==> config.mk <==
export PLATFORM = sky130hd
export DESIGN_NAME = utf8_stream_decode_validate_unit
export DESIGN_NICKNAME = d
export VERILOG_FILES = /design/src/hdl/u8dv_pkg.sv /design/src/hdl/u8dv_front.sv /design/src/hdl/u8dv_queue.sv /design/src/hdl/u8dv_back.sv /design/src/hdl/utf8_stream_decode_validate_unit.sv
export SDC_FILE = /design/constraint.sdc
export NUM_CORES = 1
export LEC_CHECK = 0
export ABC_CLOCK_PERIOD_IN_PS = 3700
export BUFFER_PORTS_ARGS = -buffer_cell sky130_fd_sc_hd__buf_4
export CAP_MARGIN = 20
export CORE_MARGIN = 4
export CORE_UTILIZATION = 45
export CTS_CLUSTER_DIAMETER = 200
export DETAILED_ROUTE_END_ITERATION = 10
export HOLD_SLACK_MARGIN = 0.12
export PLACE_DENSITY = 0.63
export RECOVER_POWER = 50
export SLEW_MARGIN = 20
export SYNTH_ARGS = -nofsm -noshare
export SYNTH_HDL_FRONTEND = slang
export SYNTH_SLANG_ARGS = --single-unit
==> constraint.sdc <==
create_clock -name clk -period 3.7 [get_ports clk]
set_input_delay 0.185 -clock clk [delete_from_list [all_inputs] [get_ports clk]]
set_output_delay 0.185 -clock clk [all_outputs]
set_load 0.01 [all_outputs]
==> src/hdl/u8dv_pkg.sv <==
package u8dv_pkg;

  localparam int QUEUE_DEPTH = 4;
  localparam int QUEUE_PTR_W = 2;
  localparam int QUEUE_CNT_W = 3;

  localparam logic [1:0] KIND_ASCII = 2'd0;
  localparam logic [1:0] KIND_LEAD  = 2'd1;
  localparam logic [1:0] KIND_CONT  = 2'd2;
  localparam logic [1:0] KIND_BAD   = 2'd3;

  localparam logic [1:0] STATUS_CODE      = 2'd0;
  localparam logic [1:0] STATUS_MALFORMED = 2'd1;
  localparam logic [1:0] STATUS_SKIP_END  = 2'd2;

  typedef struct packed {
    logic [1:0] kind;
    logic [2:0] seq_len;
    logic [6:0] bits;
    logic       last;
  } entry_t;

  function automatic logic [30:0] overlong_limit(input logic [2:0] seq_len);
    logic [30:0] lim;
    case (seq_len)
      3'd2: lim = 31'h0000007F;
      3'd3: lim = 31'h000007FF;
      3'd4: lim = 31'h0000FFFF;
      3'd5: lim = 31'h001FFFFF;
      3'd6: lim = 31'h03FFFFFF;
      default: lim = 31'h00000000;
    endcase
    return lim;
  endfunction

endpackage

==> src/hdl/u8dv_front.sv <==
module u8dv_front (
  input  logic [7:0]      data_byte,
  input  logic            buffer_end,
  output u8dv_pkg::entry_t entry
);

  always_comb begin
    entry.last    = buffer_end;
    entry.kind    = u8dv_pkg::KIND_BAD;
    entry.seq_len = 3'd0;
    entry.bits    = 7'd0;
    if (!data_byte[7]) begin
      entry.kind    = u8dv_pkg::KIND_ASCII;
      entry.seq_len = 3'd1;
      entry.bits    = data_byte[6:0];
    end else if (!data_byte[6]) begin
      entry.kind = u8dv_pkg::KIND_CONT;
      entry.bits = {1'b0, data_byte[5:0]};
    end else if (!data_byte[5]) begin
      entry.kind    = u8dv_pkg::KIND_LEAD;
      entry.seq_len = 3'd2;
      entry.bits    = {2'b0, data_byte[4:0]};
    end else if (!data_byte[4]) begin
      entry.kind    = u8dv_pkg::KIND_LEAD;
      entry.seq_len = 3'd3;
      entry.bits    = {3'b0, data_byte[3:0]};
    end else if (!data_byte[3]) begin
      entry.kind    = u8dv_pkg::KIND_LEAD;
      entry.seq_len = 3'd4;
      entry.bits    = {4'b0, data_byte[2:0]};
    end else if (!data_byte[2]) begin
      entry.kind    = u8dv_pkg::KIND_LEAD;
      entry.seq_len = 3'd5;
      entry.bits    = {5'b0, data_byte[1:0]};
    end else if (!data_byte[1]) begin
      entry.kind    = u8dv_pkg::KIND_LEAD;
      entry.seq_len = 3'd6;
      entry.bits    = {6'b0, data_byte[0]};
    end
  end

endmodule

==> src/hdl/u8dv_queue.sv <==
module u8dv_queue (
  input  logic             clk,
  input  logic             rst,
  input  logic             push,
  input  u8dv_pkg::entry_t push_entry,
  input  logic             pop,
  output logic             full,
  output logic             head_valid,
  output u8dv_pkg::entry_t head_entry
);

  u8dv_pkg::entry_t                       slots [u8dv_pkg::QUEUE_DEPTH];
  logic [u8dv_pkg::QUEUE_PTR_W-1:0]       wr_ptr;
  logic [u8dv_pkg::QUEUE_PTR_W-1:0]       rd_ptr;
  logic [u8dv_pkg::QUEUE_CNT_W-1:0]       count;

  assign full       = (count == u8dv_pkg::QUEUE_CNT_W'(u8dv_pkg::QUEUE_DEPTH));
  assign head_valid = (count != '0);
  assign head_entry = slots[rd_ptr];

  always_ff @(posedge clk) begin
    if (push) begin
      slots[wr_ptr] <= push_entry;
    end
  end

  always_ff @(posedge clk) begin
    if (rst) begin
      wr_ptr <= '0;
      rd_ptr <= '0;
      count  <= '0;
    end else begin
      if (push) begin
        wr_ptr <= wr_ptr + 1'b1;
      end
      if (pop) begin
        rd_ptr <= rd_ptr + 1'b1;
      end
      if (push && !pop) begin
        count <= count + 1'b1;
      end else if (pop && !push) begin
        count <= count - 1'b1;
      end
    end
  end

  assert property (@(posedge clk) disable iff (rst)
    count <= u8dv_pkg::QUEUE_CNT_W'(u8dv_pkg::QUEUE_DEPTH))
    else $error("queue count beyond its depth");

  assert property (@(posedge clk) disable iff (rst)
    pop |-> head_valid)
    else $error("word taken from an empty queue");

endmodule

==> src/hdl/u8dv_back.sv <==
module u8dv_back (
  input  logic             clk,
  input  logic             rst,
  input  logic             head_valid,
  input  u8dv_pkg::entry_t head_entry,
  output logic             pop,
  output logic             out_valid,
  input  logic             out_stall,
  output logic [30:0]      code_point,
  output logic [1:0]       status,
  output logic             last_result
);

  logic [2:0]  bytes_remaining;
  logic [2:0]  sequence_length;
  logic [30:0] partial_value;
  logic        skipping_after_error;

  logic [2:0]  bytes_remaining_next;
  logic [2:0]  sequence_length_next;
  logic [30:0] partial_value_next;
  logic        skipping_after_error_next;

  logic        emit;
  logic [30:0] emit_cp;
  logic [1:0]  emit_status;
  logic        emit_last;

  logic [30:0] shifted;
  logic [2:0]  rem_dec;

  assign pop     = head_valid && (!out_valid || !out_stall);
  assign shifted = {partial_value[24:0], head_entry.bits[5:0]};
  assign rem_dec = bytes_remaining - 3'd1;

  always_comb begin
    bytes_remaining_next      = bytes_remaining;
    sequence_length_next      = sequence_length;
    partial_value_next        = partial_value;
    skipping_after_error_next = skipping_after_error;
    emit        = 1'b0;
    emit_cp     = '0;
    emit_status = u8dv_pkg::STATUS_CODE;
    emit_last   = head_entry.last;
    if (skipping_after_error) begin
      if (head_entry.last) begin
        skipping_after_error_next = 1'b0;
        emit        = 1'b1;
        emit_status = u8dv_pkg::STATUS_SKIP_END;
      end
    end else if (bytes_remaining == 3'd0) begin
      case (head_entry.kind)
        u8dv_pkg::KIND_ASCII: begin
          emit    = 1'b1;
          emit_cp = {24'd0, head_entry.bits};
        end
        u8dv_pkg::KIND_LEAD: begin
          if (head_entry.last) begin
            emit        = 1'b1;
            emit_status = u8dv_pkg::STATUS_MALFORMED;
          end else begin
            sequence_length_next = head_entry.seq_len;
            bytes_remaining_next = head_entry.seq_len - 3'd1;
            partial_value_next   = {24'd0, head_entry.bits};
          end
        end
        default: begin
          emit        = 1'b1;
          emit_status = u8dv_pkg::STATUS_MALFORMED;
        end
      endcase
    end else if (head_entry.kind != u8dv_pkg::KIND_CONT) begin
      emit        = 1'b1;
      emit_status = u8dv_pkg::STATUS_MALFORMED;
    end else if (rem_dec != 3'd0) begin
      if (head_entry.last) begin
        emit        = 1'b1;
        emit_status = u8dv_pkg::STATUS_MALFORMED;
      end else begin
        bytes_remaining_next = rem_dec;
        partial_value_next   = shifted;
      end
    end else begin
      emit = 1'b1;
      if (shifted <= u8dv_pkg::overlong_limit(sequence_length)) begin
        emit_status = u8dv_pkg::STATUS_MALFORMED;
      end else begin
        emit_cp              = shifted;
        bytes_remaining_next = 3'd0;
        sequence_length_next = 3'd0;
        partial_value_next   = '0;
      end
    end
    if (emit && emit_status == u8dv_pkg::STATUS_MALFORMED) begin
      bytes_remaining_next      = 3'd0;
      sequence_length_next      = 3'd0;
      partial_value_next        = '0;
      skipping_after_error_next = !head_entry.last;
    end
  end

  always_ff @(posedge clk) begin
    if (rst) begin
      bytes_remaining      <= 3'd0;
      sequence_length      <= 3'd0;
      partial_value        <= '0;
      skipping_after_error <= 1'b0;
      out_valid            <= 1'b0;
    end else begin
      if (pop) begin
        bytes_remaining      <= bytes_remaining_next;
        sequence_length      <= sequence_length_next;
        partial_value        <= partial_value_next;
        skipping_after_error <= skipping_after_error_next;
        out_valid            <= emit;
      end else if (!out_stall) begin
        out_valid <= 1'b0;
      end
    end
  end

  always_ff @(posedge clk) begin
    if (pop && emit) begin
      code_point  <= emit_cp;
      status      <= emit_status;
      last_result <= emit_last;
    end
  end

  assert property (@(posedge clk) disable iff (rst)
    out_valid && status != u8dv_pkg::STATUS_CODE |-> code_point == 31'd0)
    else $error("code point not cleared on an error word");

  assert property (@(posedge clk) disable iff (rst)
    out_valid && status == u8dv_pkg::STATUS_SKIP_END |-> last_result)
    else $error("skip end reported before the buffer end");

  assert property (@(posedge clk) disable iff (rst)
    skipping_after_error |-> bytes_remaining == 3'd0 && sequence_length == 3'd0)
    else $error("sequence still open while skipping");

endmodule

==> src/hdl/utf8_stream_decode_validate_unit.sv <==
// UTF-8 stream decoder and validator for the 31-bit form with sequences of
// 1 to 6 bytes. The input channel (in_valid, in_stall) carries one word per
// byte: data_byte and buffer_end, which marks the last byte of a buffer.
// The output channel (out_valid, out_stall) carries code_point, status and
// last_result. A word with status 0 holds a decoded code point, status 1
// reports the first malformation of a buffer, and status 2 closes a buffer
// in which an error was already reported. Every buffer ends with a word that
// has last_result set.
// Bytes are classified on entry and pass through a four-entry queue to the
// sequence tracker, which writes the output register. One byte is taken in
// each cycle while the queue is not full; the result that a byte completes is
// written into the output register when that byte is popped from the queue.
// When the receiver stalls, the output word holds and the queue fills;
// in_stall rises once all four entries are occupied.
// Synchronous reset empties the queue, drops the output word and clears all
// sequence state, so the next byte is read as the start of a new buffer.
module utf8_stream_decode_validate_unit (
  input  logic        clk,
  input  logic        rst,
  input  logic        in_valid,
  output logic        in_stall,
  input  logic [7:0]  data_byte,
  input  logic        buffer_end,
  output logic        out_valid,
  input  logic        out_stall,
  output logic [30:0] code_point,
  output logic [1:0]  status,
  output logic        last_result
);

  u8dv_pkg::entry_t in_entry;
  u8dv_pkg::entry_t head_entry;
  logic             head_valid;
  logic             queue_full;
  logic             pop;

  assign in_stall = queue_full;

  u8dv_front u_front (
    .data_byte  (data_byte),
    .buffer_end (buffer_end),
    .entry      (in_entry)
  );

  u8dv_queue u_queue (
    .clk        (clk),
    .rst        (rst),
    .push       (in_valid && !queue_full),
    .push_entry (in_entry),
    .pop        (pop),
    .full       (queue_full),
    .head_valid (head_valid),
    .head_entry (head_entry)
  );

  u8dv_back u_back (
    .clk         (clk),
    .rst         (rst),
    .head_valid  (head_valid),
    .head_entry  (head_entry),
    .pop         (pop),
    .out_valid   (out_valid),
    .out_stall   (out_stall),
    .code_point  (code_point),
    .status      (status),
    .last_result (last_result)
  );

endmodule

==> results of run 1 <==
kinds of logic (layout without fill, tap and decap cells):
group,Yosys count,after routing
buffers and inverters,41,115
adder cells (fa/ha/maj),36,36
flip-flops,128,128
AND/OR/NAND/NOR,143,143
XOR/XNOR,9,9
AO/OA/AOI/OAI,89,89
multiplexers,17,17
metrics by stage:
stage	util	power [mW]	hold WS, ps
after global routing	0.550	6.44	177
after CTS	0.561	6.28	158
after detailed placement	0.506	4.40	400
final	0.550	6.06	172
after global placement	0.506	4.34	396
after floorplan	-	3.60	284
how the worst max path moves through the flow:
stage	cells after the start	slack, ps	end	start
6_report	8	340	u_back.code_point[29]	register
5_1_grt	8	20	u_back.code_point[11]	register
4_1_cts	8	270	u_back.code_point[29]	register
3_5_place_dp	8	300	u_back.code_point[29]	register
3_3_place_gp	8	440	u_back.code_point[7]	register
2_1_floorplan	11	630	u_back.code_point[10]	register
worst reg2reg max path, cell delays in order (launching register included):
cell and delay, ps:
dfxtp_1 560, mux4_2 590, ha_1 310, nand4_1 130, nor4_1 350, nor3b_1 250
a211oi_1 140, o211a_1 480, and2_1 280
report_power, final:
group / leakage, nW / switching, mW / internal, mW
logic: 1.05 / 1.33 / 0.750
clock network: 0.317 / 0.579 / 1.26
registers: 1.16 / 0.178 / 1.97
cell usage in the layout, fill, tap and decap left out, types with 3 or more instances in the layout:
cell	count
o21ai_0	32
a22o_1	7
nor2b_1	5
edfxtp_1	86
dlygate4sd3_1	5
a211oi_1	6
xnor2_1	4
inv_1	21
and2_1	26
nand4_1	24
clkbuf_16	17
buf_4	18
a21oi_1	15
and2_0	5
dfxtp_1	42
nor2_1	18
ha_1	35
o21ai_1	4
bufinv_16	6
clkbuf_1	42
mux4_2	13
nand2_1	37
mux2i_1	3
xor2_1	5
nand3_1	12
o21a_1	4
state kept, by name, summed over array words and instances, names as in the netlist, named ones only:
name and flops:
u_back.bytes_remaining 3, u_back.code_point 31, u_back.last_result 1, u_back.out_valid 1, u_back.partial_value 25, u_back.sequence_length 3, u_back.skipping_after_error 1, u_back.status 2
u_queue.count 3, u_queue.rd_ptr 2, u_queue.slots 52, u_queue.wr_ptr 2
routing by layer:
layer	wire length, um	vias to the layer above	global-route usage	part of all wire
met5	0	-	0	0
met4	153	0	0.0602	0.013
met3	448	14	0.0464	0.039
met2	6130	68	0.301	0.53
met1	4750	1826	0.188	0.41
li1	-	1866	-	-
cell type report:
class / instances / share of cell area
clock buffers: 21 / 0.0634
clock inverters: 11 / 0.0305
inverters: 21 / 0.0114
multi-input cells: 294 / 0.322
flip-flops and latches: 128 / 0.493
well taps: 172 / 0.0310
repair buffers: 62 / 0.0483
==> impl_metrics.env, run 1 <==
export IMPL_status="completed"
export IMPL_dpl_cell_count=672
export IMPL_cp_slowest_cell="mux4_2"
export IMPL_place_gp_congestion=0.859
export IMPL_cp_cell_sequence="mux4_2 > ha_1 > nand4_1 > nor4_1 > nor3b_1 > a211oi_1 > o211a_1 > and2_1"
export IMPL_vias_per_cell=5.32
export IMPL_postRouteAntennaNets=0
export IMPL_cts_resized=0
export IMPL_wl_per_cell_um=16.2
export IMPL_hold_viol_final=0
export IMPL_grt_pass1_wl_um=18900
export IMPL_antenna_found_initial=0
export IMPL_dp_hpwl_um=8230
export IMPL_vdd_drop_max_uv=447
export IMPL_finalSetupTns_ps=0
export IMPL_yosys_area_share_adder=0.0787
export IMPL_dpl_worst_slack_ps=303
export IMPL_fill_cells=1129
export IMPL_synth_mux_area_frac=0.0574
export IMPL_min_path_cells=2
export IMPL_io_buffer_count=48
export IMPL_ctsHoldBuffers=5
export IMPL_overflow=0
export IMPL_initial_core_util=0.461
export IMPL_synthCells=463
export IMPL_slew_violations=0
export IMPL_seq_area_um2=3420
export IMPL_cts_setup_buffers=0
export IMPL_synth_simple_area_share=0.132
export IMPL_drive_above_1_share=0.128
export IMPL_multi_input_area_um2=2240
export IMPL_crit_buf_inv=0
export IMPL_die_w_um=122
export IMPL_core_um2=12600
export IMPL_clock_sinks=128
export IMPL_synth_compound_area_frac=0.102
export IMPL_slew_headroom=0.358
export IMPL_ios=49
export IMPL_max_freq_mhz=298
export IMPL_crit_fanout=24
export IMPL_nNetsFinal=573
export IMPL_syn2layout_area_growth_pct=19.3
export IMPL_rr_worst_depth=8
export IMPL_insertion_delay_ps=420
export IMPL_n_antenna_cell=0
export IMPL_crit_arrival_ps=3530
export IMPL_num_rows=41
export IMPL_rsz0062_at_grt="no"
export IMPL_crit_type="reg -> reg"
export IMPL_crit_family="simple AND/OR/NAND/NOR gates"
export IMPL_final_area_um2=6940
export IMPL_worstHoldStart="data_byte[3]"
export IMPL_fin_crit_sh=0.908
export IMPL_cts_path_max_buffers=2
export IMPL_r2r_end="u_back.code_point[29]"
export IMPL_cts_tree="built"
export IMPL_numCtsBuffers=17
export IMPL_grt_total_usage=0.167
export IMPL_cts_root_buf="clkbuf_16"
export IMPL_cp_start_kind="register"
export IMPL_yosysWarnings=0
export IMPL_die_area_um2=14800
export IMPL_synth_most_common_cell="edfxtp_1"
export IMPL_hold_path_class="in -> reg"
export IMPL_crit_required_ps=3870
export IMPL_finalSetupViolCount=0
export IMPL_power_leakage_nw=2.52
export IMPL_synth_top_family_by_area="simple AND/OR/NAND/NOR gates"
export IMPL_drtIter0Drc=249
export IMPL_grt_max_degree=25
export IMPL_pwr_density_cell_nw_per_um2=872
export IMPL_synth_xor_area_frac=0.0135
export IMPL_fin_skew_ps=11.6
export IMPL_ys_seq_elements=128
export IMPL_drt_first_pass_iters=4
export IMPL_fin_cells=709
export IMPL_ys_dominant_reg_cell="edfxtp_1"
export IMPL_synth_seq_area_share=0.588
export IMPL_finalWirelength_um=11500
export IMPL_via_count=3774
export IMPL_synth_edff_count=86
export IMPL_avgSynthCellArea_um2=12.6
export IMPL_h_tree_depth=4
export IMPL_die_h_um=122
export IMPL_end_kind="register"
export IMPL_cp_slowest_stage_delay_ps=590
export IMPL_synthDistinctLibCells=52
export IMPL_hold_end="u_queue.slots[1][2]"
export IMPL_cts_clk_slew_worst_paths_ps=50
export IMPL_setup_ws_ps=339
export IMPL_r2r_slack_ps=340
export IMPL_synthArstFlopShare=0
export IMPL_synth_common_cells="edfxtp_1, dfxtp_1, nand2_1, ha_1, o21ai_0"
export IMPL_drv_cap=0
export IMPL_syn_cell_area_um2=5820
export IMPL_postPlaceCellArea_um2=6380
export IMPL_drc_errors=0
export IMPL_ys_top_cells_by_area="edfxtp_1, dfxtp_1, ha_1, mux4_2, and2_1"
export IMPL_grt_pass1_vias=3853
export IMPL_syn_nets=512
export IMPL_layout_min_cycle_time_ps=3360
export IMPL_synth_top_area_share=0.444
export IMPL_synth_largest_area_cell="edfxtp_1"
export IMPL_worstMarginPinSlew_ps=963
No activity file was read; power rests on OpenSTA's default activity.
==> run 2: changes to the inputs <==
- CTS_BUF_LIST: not set -> sky130_fd_sc_hd__clkbuf_4 sky130_fd_sc_hd__clkbuf_8
==> run 2 against run 1 <==
Effect of this change:
- sequential share of layout area is 1.3 points higher
- core utilization is 1.4 points lower
- setup slack worse by 18 ps
- first-iteration DRC count is 2.4% higher
- cell count stayed put
- clock power is 23% lower
- hold slack worse by 21 ps
- global-route usage is 0.096 points lower
==> impl_metrics.env, run 2 (same netlist as run 1, synthesis figures left out) <==
export IMPL_status="completed"
export IMPL_postRouteAntennaNets=0
export IMPL_io_buffer_count=48
export IMPL_hold_end="u_queue.slots[1][2]"
export IMPL_worstHoldStart="data_byte[3]"
export IMPL_pwr_density_cell_nw_per_um2=829
export IMPL_cts_root_buf="clkbuf_8"
export IMPL_antenna_found_initial=0
export IMPL_cts_setup_buffers=0
export IMPL_grt_pass1_wl_um=18800
export IMPL_final_cell_mix="edfxtp_1, dfxtp_1, clkbuf_1, nand2_1, ha_1"
export IMPL_fin_crit_sh=0.913
export IMPL_syn2layout_area_growth_pct=16.3
export IMPL_die_w_um=122
export IMPL_largest_register="u_queue.slots"
export IMPL_overflow=0
export IMPL_r2r_slack_ps=320
export IMPL_core_um2=12600
export IMPL_place_gp_congestion=0.859
export IMPL_crit_arrival_ps=3580
export IMPL_grt_pass1_vias=3846
export IMPL_cts_path_max_buffers=2
export IMPL_crit_required_ps=3900
export IMPL_cts_resized=0
export IMPL_max_freq_mhz=296
export IMPL_vdd_drop_max_uv=352
export IMPL_end_kind="register"
export IMPL_rr_worst_depth=8
export IMPL_layout_min_cycle_time_ps=3380
export IMPL_cp_start_kind="register"
export IMPL_n_antenna_cell=0
export IMPL_cts_tree="built"
export IMPL_insertion_delay_ps=450
export IMPL_cts_clk_slew_worst_paths_ps=70
export IMPL_drive_above_1_share=0.136
export IMPL_drc_errors=0
export IMPL_total_power_mw=5.61
export IMPL_grt_max_degree=25
export IMPL_slew_headroom=0.342
export IMPL_final_common_cell="edfxtp_1"
export IMPL_hold_slack_ps=151
export IMPL_wl_per_cell_um=16.0
export IMPL_slew_violations=0
export IMPL_hold_path_class="in -> reg"
export IMPL_crit_fanout=24
export IMPL_r2r_end="u_back.code_point[29]"
export IMPL_h_tree_depth=4
export IMPL_finalWirelength_um=11300
export IMPL_drv_cap=0
export IMPL_drt_first_pass_iters=4
export IMPL_numCtsBuffers=17
export IMPL_ios=49
export IMPL_clock_sinks=128
export IMPL_grt_total_usage=0.166
export IMPL_fin_skew_ps=12.0
export IMPL_die_h_um=122
export IMPL_rsz0062_at_grt="no"
export IMPL_worstMarginPinSlew_ps=987
export IMPL_num_rows=41
export IMPL_nNetsFinal=573
export IMPL_vias_per_cell=5.29
export IMPL_die_area_um2=14800
export IMPL_crit_type="reg -> reg"
export IMPL_top_regs="u_queue.slots (52), u_back.code_point (31), u_back.partial_value (25)"
export IMPL_largest_reg_flops=52
export IMPL_finalSetupTns_ps=0
export IMPL_initial_core_util=0.461
export IMPL_dp_hpwl_um=8230
export IMPL_finalSetupViolCount=0
export IMPL_drtIter0Drc=255
export IMPL_min_path_cells=2
export IMPL_via_count=3753
export IMPL_hold_viol_final=0
export IMPL_power_leakage_nw=2.45
## run 2: changes by cell type in the layout (fill, tap and decap cells not counted)
| cell | previous run | this run |
|---|---|---|
| clkbuf_16 | 17 | 0 |
| clkbuf_4 | 1 | 5 |
| clkbuf_1 | 42 | 38 |
| clkbuf_8 | 0 | 17 |
## run 2: power breakdown
group          switching (mW)  leakage (nW)  internal (mW)
combinational            1.31          1.05          0.747
sequential              0.176          1.16           1.96
clock                   0.514         0.243          0.897
## run 2: layer usage
layer / global-route usage / wire length [um] / vias up
met4: 0.0623 / 99 / 0
met5: 0 / 0 / -
li1: - / - / 1867
met3: 0.0515 / 468 / 8
met2: 0.297 / 6090 / 65
met1: 0.185 / 4650 / 1813
## run 2: what timing repair did
item / CTS / global route
hold endpoints to repair: 31 / 0
setup endpoints to repair: 0 / 0
hold buffers: 5 / 0
## run 2: worst max-delay path, cell delays in order (launching register included)
cell and delay [ps]:
dfxtp_1 570, mux4_2 590, ha_1 310, nand4_1 130, nor4_1 350, nor3b_1 250, a211oi_1 130, o211a_1 490
and2_1 280
## run 2: layout make-up
type | count | area, um^2
clock inverter | 11 | 211
timing repair buffer | 62 | 335
sequential | 128 | 3420
inverter | 21 | 78.8
tap | 172 | 215
multi-input combinational | 294 | 2240
clock buffer | 21 | 264
fill | 1142 | 5850
## run 2: worst max path at each step
| stage | depth (start not counted) | slack [ps] | startpoint | to |
|---|---|---|---|---|
| after floorplan | 11 | 630 | register | u_back.code_point[10] |
| after global placement | 8 | 440 | register | u_back.code_point[7] |
| after detailed placement | 8 | 300 | register | u_back.code_point[29] |
| after CTS | 8 | 280 | register | u_back.code_point[29] |
| after global routing | 8 | 20 | register | u_back.code_point[28] |
| final | 8 | 320 | register | u_back.code_point[29] |
## run 2: through the flow
stage,utilization,std cells,area (um^2),worst slack [ps]
2_1_floorplan,-,463,5820,626
3_3_place_gp,0.506,672,6380,442
3_5_place_dp,0.506,672,6380,303
4_1_cts,0.547,709,6910,279
5_1_grt,0.536,709,6770,20.6
6_report,0.536,709,6770,321
